$ cat src/design/ldtq_pkg.sv
// ----------------------------------------------------------------------------
// ldtq_pkg
// Shared types and constants of the lazy-delete timer queue.
// ----------------------------------------------------------------------------
package ldtq_pkg;

  localparam int NUM_TIMERS = 32;
  localparam int SLOT_W     = 5;
  localparam int TIME_W     = 64;
  localparam int TMO_W      = 32;

  typedef logic [1:0] op_t;
  localparam op_t OP_TICK   = 2'd0;
  localparam op_t OP_CREATE = 2'd1;
  localparam op_t OP_START  = 2'd2;
  localparam op_t OP_STOP   = 2'd3;

  // entry held by one queue cell
  typedef struct packed {
    logic              valid;
    logic [SLOT_W-1:0] slot;
    logic [TIME_W-1:0] expiry;
  } entry_t;

  // command broadcast to every cell
  typedef struct packed {
    logic              insert;
    logic              pop;
    logic [SLOT_W-1:0] slot;
    logic [TIME_W-1:0] expiry;
  } cell_cmd_t;

endpackage

$ cat src/design/ldtq_cell.sv
// ----------------------------------------------------------------------------
// ldtq_cell
// One cell of the sorted queue: holds one entry, shifts on pop and insert.
// ----------------------------------------------------------------------------
module ldtq_cell (
  input  logic                clk,
  input  logic                rst,
  input  ldtq_pkg::cell_cmd_t cmd,
  input  ldtq_pkg::entry_t    prev_entry,
  input  logic                prev_after,
  input  ldtq_pkg::entry_t    next_entry,
  output ldtq_pkg::entry_t    entry,
  output logic                after
);

  logic before_me;

  always_comb begin
    if (entry.expiry != cmd.expiry) begin
      before_me = cmd.expiry < entry.expiry;
    end else begin
      before_me = cmd.slot < entry.slot;
    end
    after = !entry.valid || before_me;
  end

  always_ff @(posedge clk) begin
    if (rst) begin
      entry.valid <= 1'b0;
    end else if (cmd.pop) begin
      entry <= next_entry;
    end else if (cmd.insert && after) begin
      if (prev_after) begin
        entry <= prev_entry;
      end else begin
        entry.valid  <= 1'b1;
        entry.slot   <= cmd.slot;
        entry.expiry <= cmd.expiry;
      end
    end
  end

endmodule
$ cat config.mk
export PLATFORM = sky130hd
export DESIGN_NAME = ldtq_cell
export DESIGN_NICKNAME = d
export VERILOG_FILES = /design/src/design/ldtq_pkg.sv /design/src/design/ldtq_cell.sv
export SDC_FILE = /design/constraint.sdc
export NUM_CORES = 1
export LEC_CHECK = 0
export BUFFER_PORTS_ARGS = -buffer_cell sky130_fd_sc_hd__buf_2
export CELL_PAD_IN_SITES_DETAIL_PLACEMENT = 1
export CELL_PAD_IN_SITES_GLOBAL_PLACEMENT = 1
export CORE_ASPECT_RATIO = 1.4
export CORE_MARGIN = 3
export CORE_UTILIZATION = 30
export CTS_BUF_LIST = sky130_fd_sc_hd__clkbuf_4 sky130_fd_sc_hd__clkbuf_8
export CTS_CLUSTER_DIAMETER = 150
export DETAILED_ROUTE_END_ITERATION = 10
export PLACE_DENSITY_LB_ADDON = 0.1
export SLEW_MARGIN = 10
export SYNTH_ARGS = -nofsm -noshare
export SYNTH_HDL_FRONTEND = slang
export SYNTH_SLANG_ARGS = --single-unit
$ cat constraint.sdc
create_clock -name clk -period 6.7 [get_ports clk]
set_input_delay 0 -clock clk [delete_from_list [all_inputs] [get_ports clk]]
set_output_delay 0 -clock clk [all_outputs]
set_load 0.01 [all_outputs]
Word level (Yosys, flattened, before mapping)
Index checks and enable logic that the tools add are counted.

storage, ports and cells
  flip-flop bits (word level) = 70
  input bits = 214
  output and inout bits = 71
  logic and storage cells = 16

operators by class
  order comparisons = 2
  equality and inequality tests = 1
  mux-type cells = 4
  bitwise operators = 1
  reductions and logical operators = 5

operator list
  kind                    number
  2-to-1 mux 70 bit       3
  < comparator 64 bit     1
  inequality test 64 bit  1
  < comparator 5 bit      1
  AND reduction 2 bit     1
  nonzero test 2 bit      1
  logical AND 1 bit       1
  logical NOT 1 bit       1
  logical OR 1 bit        1
  2-to-1 mux 1 bit        1
  inverter 1 bit          1

Logic depth before layout (Yosys ltp)
Gate-level depths: netlist of the first run.

  depth in word-level cells = 6
  mapped depth = 9
  mapped depth without buffers = 9

Worst setup path before layout of the first run
Ideal clock, no wire load.

  path kind = reg2reg
  from = register entry[29] in the netlist's numbering
  to = register entry[0] in the netlist's numbering, enable pin
  library setup time = 0.582 ns
  data arrival time = 6.562 ns
  data required time = 6.118 ns
  slack = -0.444 ns
  stages on the path, launching flop included = 10
  period minus slack after synthesis = 7.144 ns
  cells stage by stage = edfxtp_1 > inv_1 > ha_1 > a21o_1 > a21o_1 > a221oi_2 > o211ai_1 > a221oi_1 > a211oi_1 > nor3_1

on the way
  word-level cells in the longest chain between the ends = 6
  elaborated cells between the ends (all ways) = 7
  those cells by class = order compare (1); eq/ne (1); mux (1); reduce/logical (4)

RTL lines
  element                                                               RTL line                          text
  from (decl)                                                           ldtq_cell.sv:12                   output ldtq_pkg::entry_t entry,
  from (signal assigned)                                                ldtq_cell.sv:31                   entry <= next_entry;
  from (signal assigned)                                                ldtq_cell.sv:34                   entry <= prev_entry;
  < comparator 64 bit / inequality test 64 bit (equally long branches)  ldtq_cell.sv:20, ldtq_cell.sv:19
  2-to-1 mux 1 bit *                                                    ldtq_cell.sv:19                   if (entry.expiry != cmd.expiry) begin
  logical OR 1 bit *                                                    ldtq_cell.sv:24                   after = !entry.valid || before_me;
  logical AND 1 bit *                                                   ldtq_cell.sv:32                   end else if (cmd.insert && after) begin
  nonzero test 2 bit (no source line) *                                 --
  AND reduction 2 bit (no source line) *                                --

Mark *: on every way between the ends. The rest lies on a longest branch, timed or not.
A chain may end at the register's enable or synchronous reset.

Worst setup path after layout of the first run
  from = register entry[29] in the netlist's numbering
  to = register entry[39] in the netlist's numbering, enable pin

Same word-level chain as after synthesis.

==> summary.md, run 1 <==
| Metric | Value |
|---|---|
| DRT Pass-1 Iters | `4` |
| Mapped cell area | `0.005331 mm^2` |
| Post-Place Cell Area | `0.006995 mm^2` |
| Setup crit start kind | `register` |
| Row count | `57` |
| Resized Gates After CTS | `0` |
| Most frequent cell on the critical path | `a21o_1` |
| Routed via count | `5423` |
| Crit path time final | `3.921 ns` |
| Setup Crit Path Kind | `reg2reg` |
| Clk pin slew, worst setup/hold paths | `0.08 ns` |
| #FFs+latches synth | `70` |
| Chip Width | `118.7 um` |
| Routed Antenna Nets | `0` |
| Full die area | `0.01943 mm^2` |
| Final setup vio count | `0` |
| Unique masters post-synth | `39` |
| I/O pins | `285` |
| Crit. End Element | `register` |
| Worst-Margin Slew | `1.140 ns` |
| N_diodes | `0` |
| Static Leak | `4.064 nW` |
| TritonCTS clock tree | `built` |
| Total track usage | `18.80%` |
| Setup TNS | `0 ns` |
| GRT overflow | `0` |
| Drt via density | `4.707` |
| RePlAce Congestion | `0.7689` |
| Fin. max-slew vios | `0` |
| Largest regs | `entry: 70 flops` |
| Post-Syn Nets | `834` |
| CTS H-tree lvls | `3` |
| YS warnings | `0` |
| Clock Sinks | `70` |
| Max Root-Sink Buffers | `2` |
| Vias in the first global route | `5841` |
| Share of layout cells above drive strength 1 | `34.61%` |
| Critical path, cell by cell | `inv_1 -> ha_1 -> a21o_1 -> a21o_1 -> a221oi_2 -> o211ai_1 -> a221oi_1 -> a211oi_1 -> nor3_4 -> buf_4` |
| Nets | `1193` |
| Syn avg cell area | `9.658 um^2` |
| Average routed wire per standard cell | `16.28 um` |
| PwrDens | `162.4 mW/mm^2` |
| Port bufs | `284` |
| P&R area growth vs syn | `50.79%` |
| Register area share after synthesis | `39.24%` |
| Core Footprint | `0.01740 mm^2` |
| Max Cap Viol | `0` |
| Root Buffer | `clkbuf_8` |
| Worst-Skew Late Latency | `0.35 ns` |
| Worst EP required | `6.71 ns` |
| Detailed-route DRC error count | `0` |
| Worst Path Arrival | `3.93 ns` |
| Hold Vio Cnt, Final | `0` |
| Tightest Hold Check Type | `in2reg` |
| RSZ-0062 raised after global routing | `no` |
| CP peak stage delay | `0.94 ns` |
| Pin count of the biggest net entering global routing | `78` |
| DRT iter0 DRCs | `141` |
| Register with the most flip-flops | `entry` |
| Syn Inst Count | `552` |
| Clk_skew | `0.01885 ns` |
| Design Area, Final | `0.008039 mm^2` |
| Critical Path Fanout Max | `26` |
| Worst IR Drop VDD | `0.08347 mV` |
| Number of flip-flops under the largest register name | `70` |
| Slowest-stage cell, CP | `nor3_4` |
| Initial Util | `30.64%` |
| Hpwl dp | `14710 um` |
| Postcts setup bufs | `0` |
| Initial antenna violation count | `0` |
| Final Cycle Share | `58.53%` |
| Peak Freq | `255.0 MHz` |
| CTS buffer count | `9` |
| Die Ht | `163.7 um` |
| Slew margin rel. | `23.73%` |
| Status | `finished, final reports clean` |
| Post-Route WL | `18760 um` |
| First-pass GRT wire length | `29080 um` |
-- where the power goes --
part | switching (mW) | leakage (nW) | total [mW] | internal, mW
combinational | 0.196 | 3.28 | 0.380 | 0.185
clock | 0.169 | 0.112 | 0.385 | 0.216
sequential | 0.0152 | 0.674 | 0.540 | 0.525
-- routing by layer --
layer | vias up | global-route usage [%] | wire length [um]
met5 | - | 0 | 0
met1 | 2539 | 19.34 | 6905
li1 | 2697 | - | -
met2 | 172 | 37.31 | 10470
met3 | 15 | 4.891 | 1122
met4 | 0 | 4.850 | 262
-- layout make-up --
cell class	instances	area [um^2]
fill	2120	9363
multi-input combinational	388	2885
timing repair buffer	371	2287
sequential	70	2092
tap	236	295.3
inverter	71	266.5
clock buffer	11	138.9
clock inverter	5	73.82
-- logic make-up after synthesis --
family | count (synthesis) | share of synthesized area, %
flops | 70 | 39.24
fa+ha+maj | 68 | 15.96
mux | 69 | 12.95
compound gates | 125 | 13.68
simple gates | 126 | 11.31
buf+inv | 94 | 6.853
-- through the flow --
step / util, % / cells / power (mW) / hold WS [ns] / worst slack [ns]
CTS: 46.20 / 1152 / 1.332 / 0.001530 / 2.710
detailed placement: 40.20 / 1053 / 0.8951 / 0.2271 / 2.698
finish: 46.20 / 1152 / 1.305 / 0.02665 / 2.779
floorplan: - / 552 / 0.7323 / 0.06625 / 1.693
global placement: 40.20 / 1053 / 0.8835 / 0.2152 / 2.753
global route: 46.20 / 1152 / 1.391 / 0.003654 / 2.420
-- path summary, 6_finish.rpt --
path	startpoint	end	slack, ns	depth (start not counted)
max	entry[29]	entry[39]	2.78	10
min	prev_entry[29]	entry[29]	0.03	3
max reg2reg	entry[29]	entry[39]	2.78	10
min reg2reg	entry[69]	entry[69]	1.22	4
-- synth_stat cells, drive strengths merged --
| library cell | number | area (um^2) |
|---|---|---|
| a221o | 1 | 10.01 |
| a21bo | 1 | 10.01 |
| a31oi | 1 | 6.260 |
| o22a | 1 | 8.760 |
| nor2 | 11 | 41.29 |
| o31ai | 2 | 15.01 |
| o41ai | 1 | 16.27 |
| mux2i | 69 | 690.7 |
| inv | 71 | 266.5 |
| nor3b | 1 | 7.510 |
| a221oi | 4 | 47.55 |
| nand4 | 10 | 87.59 |
| o21ai | 77 | 385.4 |
| nor4 | 4 | 58.81 |
| a21oi | 20 | 100.1 |
| clkbuf | 16 | 60.06 |
| a21o | 6 | 45.04 |
| a211oi | 6 | 45.04 |
| a211o | 1 | 8.760 |
| and4 | 2 | 17.52 |
| ha | 68 | 850.8 |
| o211ai | 2 | 15.01 |
| o2111ai | 1 | 8.760 |
| buf | 7 | 38.79 |
| a21boi | 1 | 7.510 |
| nand2 | 86 | 322.8 |
| nor2b | 1 | 6.260 |
| edfxtp | 69 | 2072 |
| nand2b | 1 | 6.260 |
| dfxtp | 1 | 20.02 |
| nand3 | 7 | 40.04 |
| nor3 | 3 | 15.01 |
-- layout by cell type (no fill, tap or decap), types with 9 or more instances in the layout --
cell	netlist	layout
o21ai_0	76	76
inv_1	71	71
nand2_1	86	86
ha_1	68	68
clkbuf_8	0	9
mux2i_1	69	69
a21oi_1	20	20
edfxtp_1	69	69
dlygate4sd3_1	0	83
buf_2	4	282
nor2_1	11	11
-- repair_timing --
item                                    4_1_cts  5_1_grt
endpoints found under the hold margin        69        0
hold buffers                                 83        0
endpoints found under the setup margin        0        0
-- critical path: cells and delay by family (launching register included) --
kind	cells	cell delay, ns
fa+ha+maj	1	0.25
simple gates	1	0.94
buf+inv	2	0.57
flops	1	0.39
compound gates	6	1.42
No activity file was read; power rests on OpenSTA's default activity.
==> run 2: changes to the inputs <==
Clock period 6.7 ns to 3.25 ns, I/O delays scaled along.
==> summary.md, run 2 (synthesized netlist as in run 1, its figures left out) <==
| Metric | Value |
|---|---|
| Status | `finished, final reports clean` |
| First-pass GRT wire length | `28550 um` |
| Worst flop-to-flop path startpoint | `entry[54]` |
| Critical path, cell by cell | `inv_1 -> ha_1 -> nand4_1 -> nor4_2 -> nand3_2 -> o41ai_2 -> a211oi_2 -> nor3_4 -> buf_4` |
| Register area | `0.002092 mm^2` |
| Initial antenna violation count | `1` |
| Clk_skew | `0.01404 ns` |
| Postcts setup bufs | `0` |
| Full die area | `0.01943 mm^2` |
| CP peak stage delay | `0.40 ns` |
| Setup crit start kind | `register` |
| Slowest-stage cell, CP | `o41ai_2` |
| Reg2reg setup slack | `0.34 ns` |
| DRT iter0 DRCs | `111` |
| Tightest Hold Check Type | `in2reg` |
| Net Switching | `0.7719 mW` |
| Max Root-Sink Buffers | `2` |
| Root Buffer | `clkbuf_8` |
| I/O pins | `285` |
| Largest delay share family, worst path | `simple AND/OR/NAND/NOR gates` |
| Hold Vio Cnt, Final | `0` |
| Layout filler cell count | `2146` |
| Switching share of total power | `29.62%` |
| Total power draw | `2.606 mW` |
| Routed Antenna Nets | `0` |
| Worst reg2reg endpoint | `entry[18]` |
| Largest regs | `entry: 70 flops` |
| Worst Path Arrival | `2.92 ns` |
| Worst-Skew Late Latency | `0.35 ns` |
| Pin count of the biggest net entering global routing | `71` |
| P&R area growth vs syn | `49.14%` |
| Initial Util | `30.64%` |
| Vias in the first global route | `5703` |
| Multi-input gate area in the final layout | `0.002914 mm^2` |
| Total track usage | `18.41%` |
| Int Pwr | `1.834 mW` |
| Max Cap Viol | `0` |
| Drt via density | `4.672` |
| Final Cycle Share | `89.43%` |
| Chip Width | `118.7 um` |
| Setup Crit Path Kind | `reg2reg` |
| Die Ht | `163.7 um` |
| Slew margin rel. | `18.59%` |
| Hold path depth | `3` |
| Worst EP required | `3.26 ns` |
| RSZ-0062 raised after global routing | `no` |
| Combinational fraction of design power | `29.5%` |
| Critical Path Fanout Max | `22` |
| GRT overflow | `0` |
| R2R depth | `9` |
| PwrDens | `327.7 mW/mm^2` |
| Worst IR Drop VDD | `0.1459 mV` |
| Core Footprint | `0.01740 mm^2` |
| CTS buffer count | `9` |
| Final cell count without fillers | `1141` |
| Row count | `57` |
| Dpl cells | `1053` |
| Count of buffer and inverter cells on the critical path | `2` |
| Register with the most flip-flops | `entry` |
| Share of layout cells above drive strength 1 | `35.69%` |
| Most frequent cells in the layout | `buf_2, nand2_1, o21ai_0` |
| Fin. max-slew vios | `0` |
| Clock power share | `27.7%` |
| Routed via count | `5331` |
| Commonest non-fill, non-tap cell in the layout | `buf_2` |
| Number of flip-flops under the largest register name | `70` |
| Port bufs | `284` |
| Hold_sp | `prev_entry[26]` |
| Average routed wire per standard cell | `16.07 um` |
| Clock Sinks | `70` |
| Seq pwr share | `42.8%` |
| N_diodes | `0` |
| Post-Route WL | `18330 um` |
| Static Leak | `4.010 nW` |
| WHS Endpoint | `entry[26]` |
| TritonCTS clock tree | `built` |
| Crit path time final | `2.906 ns` |
| CTS Hold Bufs | `72` |
| Clk pin slew, worst setup/hold paths | `0.08 ns` |
| Detailed-route DRC error count | `0` |
| Peak Freq | `344.1 MHz` |
| RePlAce Congestion | `0.7640` |
| CTS H-tree lvls | `3` |
| Worst-Margin Slew | `1.221 ns` |
| Nets | `1182` |
| DRT Pass-1 Iters | `4` |
| Resized Gates After CTS | `0` |
| Final setup vio count | `0` |
| Hpwl dp | `14370 um` |
| Crit. End Element | `register` |
[run 2: metrics by stage]
step	hold slack [ns]	TNS [ns]	util, %	worst slack, ns	cell area [um^2]
3_3_place_gp	0.2278	0	40.44	0.3447	7037
4_1_cts	0.001445	0	45.69	0.2718	7951
5_1_grt	0.01116	0	45.69	0.1126	7951
2_1_floorplan	0.06625	-44.01	-	-0.6378	5371
3_5_place_dp	0.2298	0	40.44	0.3001	7037
6_report	0.02049	0	45.69	0.3435	7951
[run 2: worst max-delay path by stage]
| stage | start | to | slack [ns] | cells past startpoint |
|---|---|---|---|---|
| final | entry[54] | entry[18] | 0.34 | 9 |
| after floorplan | entry[29] | entry[0] | -0.64 | 9 |
| after CTS | entry[8] | entry[18] | 0.27 | 10 |
| after global routing | entry[50] | entry[18] | 0.11 | 10 |
| after global placement | entry[8] | entry[26] | 0.34 | 10 |
| after detailed placement | entry[54] | entry[11] | 0.30 | 9 |
[run 2: power by group through the flow]
| stage | clock [mW] | combinational (mW) | sequential [mW] |
|---|---|---|---|
| finish | 0.722 | 0.770 | 1.11 |
| global route | 0.788 | 0.873 | 1.12 |
| CTS | 0.758 | 0.786 | 1.12 |
| detailed placement | 0 | 0.712 | 1.14 |
| global placement | 0 | 0.695 | 1.13 |
| floorplan | 0 | 0.345 | 1.17 |
[run 2: area by class of cell]
class / count / share of cell area, %
clock inverters: 4 / 0.5980
repair buffers: 360 / 27.54
well taps: 236 / 3.714
clock buffers: 12 / 1.841
flip-flops and latches: 70 / 26.31
multi-input cells: 388 / 36.65
inverters: 71 / 3.352
[run 2: tightest hold or removal path, stage by stage]
cell and delay, ns:
buf_2 0.08, mux2i_1 0.06, o21ai_0 0.12
[run 2: routing by layer]
metal | up-vias | global-route usage, % | share of wire, %
li1 | 2668 | - | -
met1 | 2476 | 19.51 | 38
met2 | 169 | 35.73 | 54
met3 | 16 | 5.167 | 6.7
met4 | 2 | 4.428 | 1.2
met5 | - | 0 | 0.038
==> run 3: changes to the inputs <==
Settings changed: REMOVE_ABC_BUFFERS set to 1.
==> summary.md, run 3 (synthesized netlist as in run 1, its figures left out) <==
| Metric | Value |
|---|---|
| Status | `finished, final reports clean` |
| DRT Pass-1 Iters | `5` |
| Register with the most flip-flops | `entry` |
| CTS buffer count | `9` |
| Final worst slack | `0.2160 ns` |
| TritonCTS clock tree | `built` |
| RSZ-0062 raised after global routing | `no` |
| Nets | `1187` |
| RePlAce Congestion | `0.7726` |
| Worst-Margin Slew | `1.205 ns` |
| Total track usage | `18.60%` |
| Die Ht | `163.7 um` |
| Met1 Wirelength | `7087 um` |
| Static Leak | `4.026 nW` |
| Peak Freq | `329.6 MHz` |
| Pre-CTS setup slack | `-0.03982 ns` |
| Setup TNS | `0 ns` |
| Max Cap Viol | `0` |
| Initial Util | `30.64%` |
| Worst-Skew Late Latency | `0.35 ns` |
| Post-Route WL | `18650 um` |
| Drt via density | `4.663` |
| PwrDens | `323.0 mW/mm^2` |
| Initial antenna violation count | `2` |
| Crit. End Element | `register` |
| Vias in the first global route | `5855` |
| Routed Antenna Nets | `0` |
| Most frequent cells in the layout | `buf_2, nand2_1, o21ai_0` |
| Hpwl dp | `14700 um` |
| Top sig layer | `met5` |
| Port bufs | `284` |
| Crit path time final | `3.034 ns` |
| Setup Crit Path Kind | `reg2reg` |
| Worst EP required | `3.53 ns` |
| Core Footprint | `0.01740 mm^2` |
| DRT iter0 DRCs | `108` |
| Clock Sinks | `70` |
| GRT overflow | `0` |
| P&R area growth vs syn | `50.13%` |
| First-pass GRT wire length | `28860 um` |
| Full die area | `0.01943 mm^2` |
| Met2 routed WL | `10070 um` |
| Worst IR Drop VDD | `0.1555 mV` |
| Setup crit start kind | `register` |
| Multi-input gate area in the final layout | `0.002918 mm^2` |
| Row count | `57` |
| Slew margin rel. | `19.65%` |
| Routed via count | `5344` |
| Tightest Hold Check Type | `in2reg` |
| Share of layout cells above drive strength 1 | `35.53%` |
| Average routed wire per standard cell | `16.27 um` |
| WL met3 | `1146 um` |
| Hold Vio Cnt, Final | `0` |
| Layout filler cell count | `2143` |
| Fin. max-slew vios | `0` |
| Largest regs | `entry: 70 flops` |
| Root Buffer | `clkbuf_8` |
| Max Root-Sink Buffers | `2` |
| Detailed-route DRC error count | `0` |
| Final setup vio count | `0` |
| Clk_skew | `0.01690 ns` |
| Worst Path Arrival | `3.32 ns` |
| Number of flip-flops under the largest register name | `70` |
| Clk pin slew, worst setup/hold paths | `0.08 ns` |
| Chip Width | `118.7 um` |
| Register area | `0.002092 mm^2` |
| Commonest non-fill, non-tap cell in the layout | `buf_2` |
| Critical Path Fanout Max | `2` |
| I/O pins | `285` |
| CTS H-tree lvls | `3` |
| Final Cycle Share | `93.35%` |
| Pin count of the biggest net entering global routing | `75` |
## run 3: cell count changes in the layout (fill, tap and decap cells not counted), sizes merged
cell         before  now
clkbuf           12   10
clkinv            2    3
diode             0    1
dlygate4sd3      72   75
buf             288  290
## run 3: cell type report
class                   count  area share [%]
multi-input cells         388           36.45
repair buffers            365           28.08
well taps                 236           3.689
clock inverters             5          0.6409
inverters                  71           3.330
clock buffers              10           1.641
diodes                      1         0.03126
flip-flops and latches     70           26.14
## run 3: per-layer routing
layer / up-vias / GRT usage (%)
met5: - / 0
met1: 2462 / 19.65
met4: 2 / 5.746
met3: 20 / 4.616
li1: 2682 / -
met2: 178 / 36.02
## run 3: critical path: stages (launching register included)
cell and delay [ns]:
edfxtp_1 0.37, inv_1 0.06, ha_1 0.27, nand4_1 0.16
nor4_2 0.42, a21bo_2 0.28, nand4_1 0.19, a221oi_4 0.12
buf_4 0.14, a21o_1 0.17, a221oi_2 0.22, dlygate4sd3_1 0.57
## run 3: repair_timing
item,4_1_cts,5_1_grt
hold buffers,75,0
endpoints found under the setup margin,69,69
gates resized for setup,1,5
setup buffers,0,2
pin swaps,0,3
hold endpoints to repair,68,0
gates cloned,0,0
## run 3: per-stage QoR
stage / hold slack, ns / util (%) / cells / cell area, um^2 / power (mW)
3_3_place_gp: 0.2069 / 40.31 / 1053 / 7014 / 1.821
6_report: 0.004898 / 46.00 / 1146 / 8004 / 2.586
3_5_place_dp: 0.2239 / 40.31 / 1053 / 7014 / 1.849
5_1_grt: 0.01300 / 46.00 / 1146 / 8004 / 2.761
2_1_floorplan: 0.06625 / - / 529 / 5233 / 1.475
4_1_cts: 0.001817 / 45.71 / 1143 / 7954 / 2.632
## run 3: power by group
group | switching, mW | internal (mW)
logic | 0.404 | 0.379
registers | 0.0312 | 1.08
clock network | 0.336 | 0.354
total | 0.771 | 1.81
## run 3: path summary, 6_finish.rpt
check                  from   endpoint  slack [ns]  cells past startpoint
max reg2reg        entry[7]  entry[69]        0.22                     11
min          next_entry[42]  entry[42]       0.005                      3
min reg2reg       entry[69]  entry[41]        1.15                      5
max                entry[7]  entry[69]        0.22                     11
